--- config.mk ---
export PLATFORM = sky130hd
export DESIGN_NAME = ssi_divider
export DESIGN_NICKNAME = d
export VERILOG_FILES = /design/src/rtl/ssi_divider.sv
export SDC_FILE = /design/constraint.sdc
export NUM_CORES = 2
export LEC_CHECK = 0
export BUFFER_PORTS_ARGS = -buffer_cell sky130_fd_sc_hd__buf_2
export CAP_MARGIN = 10
export CORE_MARGIN = 5
export CORE_UTILIZATION = 45
export CTS_CLUSTER_SIZE = 10
export DETAILED_ROUTE_END_ITERATION = 7
export PLACE_DENSITY = 0.62
export SKIP_CTS_REPAIR_TIMING = 1
export SLEW_MARGIN = 15
export SYNTH_ARGS = -nofsm -noshare
export SYNTH_HDL_FRONTEND = slang
export SYNTH_SLANG_ARGS = --single-unit
export TNS_END_PERCENT = 30
--- constraint.sdc ---
create_clock -name clk -period 4.21 [get_ports clk]
set_input_delay 1.0525 -clock clk [delete_from_list [all_inputs] [get_ports clk]]
set_output_delay 1.0525 -clock clk [all_outputs]
set_load 0.02 [all_outputs]
--- src/rtl/ssi_divider.sv ---
// pipelined restoring divider, one quotient bit per stage, two numerators share a divisor
`timescale 1ns / 1ps
`default_nettype none

module ssi_divider #(
	parameter int QW = 16,
	parameter int DW = 33,
	parameter int NW = 49,
	parameter int SW = 8
) (
	input  wire logic          clk,
	input  wire logic          arst_n,
	input  wire logic          en,
	input  wire logic          in_v,
	input  wire logic [NW-1:0] num_x,
	input  wire logic [NW-1:0] num_y,
	input  wire logic [DW-1:0] den,
	input  wire logic [SW-1:0] side_i,
	output logic               out_v,
	output logic [QW-1:0]      quo_x,
	output logic [QW-1:0]      quo_y,
	output logic [SW-1:0]      side_o
);

	logic          v_q  [QW];
	logic [NW-1:0] rx_q [QW];
	logic [NW-1:0] ry_q [QW];
	logic [DW-1:0] d_q  [QW];
	logic [QW-1:0] qx_q [QW];
	logic [QW-1:0] qy_q [QW];
	logic [SW-1:0] sd_q [QW];

	logic          pv  [QW];
	logic [NW-1:0] prx [QW];
	logic [NW-1:0] pry [QW];
	logic [DW-1:0] pd  [QW];
	logic [QW-1:0] pqx [QW];
	logic [QW-1:0] pqy [QW];
	logic [SW-1:0] psd [QW];

	for (genvar i = 0; i < QW; i++) begin : g_stage
		localparam int SH = QW - 1 - i;
		logic [NW-1:0] sh;
		logic [NW:0]   tx, ty;

		// stage inputs: first stage takes the new item
		if (i == 0) begin : g_first
			assign pv[i]  = in_v;
			assign prx[i] = num_x;
			assign pry[i] = num_y;
			assign pd[i]  = den;
			assign pqx[i] = '0;
			assign pqy[i] = '0;
			assign psd[i] = side_i;
		end else begin : g_next
			assign pv[i]  = v_q[i-1];
			assign prx[i] = rx_q[i-1];
			assign pry[i] = ry_q[i-1];
			assign pd[i]  = d_q[i-1];
			assign pqx[i] = qx_q[i-1];
			assign pqy[i] = qy_q[i-1];
			assign psd[i] = sd_q[i-1];
		end

		// trial subtract of the shifted divisor
		assign sh = NW'(pd[i]) << SH;
		assign tx = {1'b0, prx[i]} - {1'b0, sh};
		assign ty = {1'b0, pry[i]} - {1'b0, sh};

		always_ff @(posedge clk or negedge arst_n) begin
			if (!arst_n) begin
				v_q[i] <= 1'b0;
			end else if (en) begin
				v_q[i] <= pv[i];
			end
		end

		always_ff @(posedge clk) begin
			if (en) begin
				rx_q[i] <= tx[NW] ? prx[i] : tx[NW-1:0];
				ry_q[i] <= ty[NW] ? pry[i] : ty[NW-1:0];
				qx_q[i] <= (pqx[i] << 1) | QW'(!tx[NW]);
				qy_q[i] <= (pqy[i] << 1) | QW'(!ty[NW]);
				d_q[i]  <= pd[i];
				sd_q[i] <= psd[i];
			end
		end
	end

	assign out_v  = v_q[QW-1];
	assign quo_x  = qx_q[QW-1];
	assign quo_y  = qy_q[QW-1];
	assign side_o = sd_q[QW-1];

endmodule

`default_nettype wire

==> results.txt <==
Final Net Count -> 15,439
Post-DP HPWL -> 310 mm
Syn_nets -> 14,561
Largest area contributor in the netlist -> edfxtp_1
CP Max Fanout -> 32
Synthesis-to-layout area growth -> 14.5%
Startpoint Class -> flop
Register area share after synthesis -> 0.504
Xor/xnor cell area share of the yosys netlist -> 0.0649
Row count -> 206
Yosys reg bits -> 2,381
Final Util -> 0.516
Initial DRC count -> 5,796
Placed Area -> 153,000 um2
RSZ-0062 raised after global routing -> true
Die height -> 571 um
Ys async rst share -> 0.00672
Final Skew -> 60.5 ps
Wire per inst -> 20.8 um
Inst Count DP -> 18,074
Actual slew at the worst max-slew pin -> 1130 ps
Mapped cell area -> 142,000 um2
I/O pins -> 184
Status -> completed
Adder-cell share of the synthesized area -> 0.0973
Worst setup margin -> 46.4 ps
Fin Hold WS -> 85.4 ps
Clock sink count -> 2,381
Drt first pass iters -> 6
Maximum clock frequency -> 240 MHz
Dominant cells by area after synthesis -> edfxtp_1, ha_1, a21oi_1
Worst r2r src -> d_q[0][2]$_DFFE_PP_
GRT Total Usage -> 0.231
Die area -> 326,000 um2
CTS max path bufs -> 4
Initial Util -> 0.451
Post-synth top area share -> 0.501
Core area -> 314,000 um2
EDFF count, synth -> 2,365
Kind of critical path -> flop to flop
Fraction of layout cells with a size suffix above 1 -> 0.112
Post-route minimum period -> 4160 ps
Number of port buffers -> 183
Pre-CTS WS -> -554 ps
TritonCTS clock tree -> done
Peak VDD IR -> 0.358 mV
Non-filler instance count after layout -> 18,563
CTS Buf Count -> 296
Worst hold path class -> primary input to asynchronous set/reset pin
Number of warning messages in the yosys log -> 0
Initial antenna violation count -> 12
Final setup fails -> 0
Synth cell types -> 111
Pleak -> 64.6 nW
Largest net degree at the start of global routing -> 141
Arr. time, crit path -> 4790 ps
Vias per inst -> 5.51
Final Max Tran Viols -> 0
Overflow after GRT -> 0
Max-slew headroom -> 0.236
Gpl congestion -> 1.00
Ys flop type -> edfxtp_1
H-tree depth -> 5
Data required, critical path -> 4830 ps
Via count -> 102,249
Compound-Gate Fraction of Synth Area -> 0.173
Reg2Reg Setup Slack -> 50 ps
Worst-Skew Late Latency -> 900 ps
Routed WL -> 387 mm
Simple-gate share of the synthesized area -> 0.116
Post-synthesis mux area share -> 0.0116
Root Buffer -> clkbuf_16
Syn Area/Cell -> 10.6 um2
Crit. End Element -> flop
Antenna-violating nets left -> 0
Post-synthesis cell count -> 13,334
Clock transition at path regs -> 50 ps
Final instance area -> 162,000 um2
Main combinational cell family by area after synthesis -> compound AO/OA/AOI/OAI gates
Fin crit share -> 0.989
DRC violations left -> 0
Power per cell area -> 714 nW/um2
Final hold violation count -> 0
First-pass GRT wire length -> 586 mm
Vias in the first global route -> 104,826
Die Width -> 571 um
# Max-Cap Violations -> 0
Reg2reg end -> ry_q[0][71]$_DFFE_PP_
Depth of the worst register-to-register path -> 12
## cell families after synthesis
group,after synthesis
AOI/OAI and AO/OA,3962
buffers and inverters,1205
adders and majority gates,1084
DFF,2381
muxes,147
xor gates and xnor gates,1049
and+or+nand+nor,3506
## critical path: stages (launching register included)
cell      delay [ps]
edfxtp_1         340
inv_1             70
ha_1             370
o211ai_1         100
a21o_1           200
a21o_1           200
o21ai_0          900
a211oi_1         220
a311oi_1         490
nand3_1          200
nand2_2          190
buf_12           220
mux2_2           350
## synth_stat cells, types with 102 or more instances
library cell	n
o21ai_0	948
mux2_2	139
xor2_1	477
a21oi_1	1337
nor2b_1	135
nand3_1	257
a211oi_1	132
nor2_1	964
a21o_1	534
nand2_1	1106
o21a_1	149
ha_1	1054
inv_1	813
edfxtp_1	2365
nor3_1	200
nand2b_1	188
o21bai_1	119
clkbuf_1	288
nand4_1	150
xnor2_1	571
a31oi_1	102
## state kept, by name, summed over array words and instances, names as in the netlist
signal  flops
pv         15
qx_q      136
d_q       495
qy_q      136
out_v       1
sd_q      128
rx_q      735
ry_q      735
## metrics by stage
step | total power [mW] | TNS, ps
6_report | 116 | 0
5_1_grt | 124 | -25.7
4_1_cts | 116 | -24.4
3_5_place_dp | 92.7 | -26110
3_3_place_gp | 92.6 | -25030
2_1_floorplan | 74.5 | 0
## per-layer routing
layer | up-vias | track usage | share of wire
li1 | 51207 | - | -
met4 | 6 | 0.173 | 0.090
met5 | - | 0 | 0.000085
met1 | 47971 | 0.226 | 0.35
met2 | 2033 | 0.442 | 0.53
met3 | 1032 | 0.0285 | 0.031
## cells in the final DEF (no fill, tap or decap), types with 182 or more instances in the layout
cell / count
nand2_1: 1103
ha_1: 1054
a21o_1: 534
xnor2_1: 571
buf_4: 698
nand3_1: 256
xor2_1: 476
buf_2: 182
nor3_1: 198
o21ai_0: 940
edfxtp_1: 2365
nor2_1: 964
clkbuf_16: 297
a21oi_1: 1335
nand2b_1: 188
inv_1: 812
## how the worst max path moves through the flow
| stage | start | end | depth (start not counted) |
|---|---|---|---|
| 2_1_floorplan | num_y[15] | ry_q[0][16]$_DFFE_PP_ | 17 |
| 3_3_place_gp | num_x[15] | rx_q[0][16]$_DFFE_PP_ | 16 |
| 3_5_place_dp | num_x[15] | rx_q[0][16]$_DFFE_PP_ | 16 |
| 4_1_cts | ry_q[0][213]$_DFFE_PP_ | ry_q[0][291]$_DFFE_PP_ | 15 |
| 5_1_grt | d_q[0][231]$_DFFE_PP_ | rx_q[1][44]$_DFFE_PP_ | 17 |
| 6_report | d_q[0][2]$_DFFE_PP_ | ry_q[0][71]$_DFFE_PP_ | 12 |
## area by class of cell
cell class / count / area (um2)
inverter: 821 / 3080
multi-input combinational: 9748 / 66000
antenna: 36 / 90.1
timing repair buffer: 964 / 7830
clock inverter: 85 / 952
sequential: 2381 / 71400
tap: 4160 / 5200
clock buffer: 368 / 7700
fill: 28274 / 152000
## power by group
group	total, mW	switching [mW]	leakage (nW)	internal, mW
Clock	23.1	9.75	4.19	13.3
Combinational	52.9	30.3	37.4	22.6
Sequential	39.9	4.69	23.1	35.2
Total	116	44.7	64.6	71.2
No activity file was read; power rests on OpenSTA's default activity.
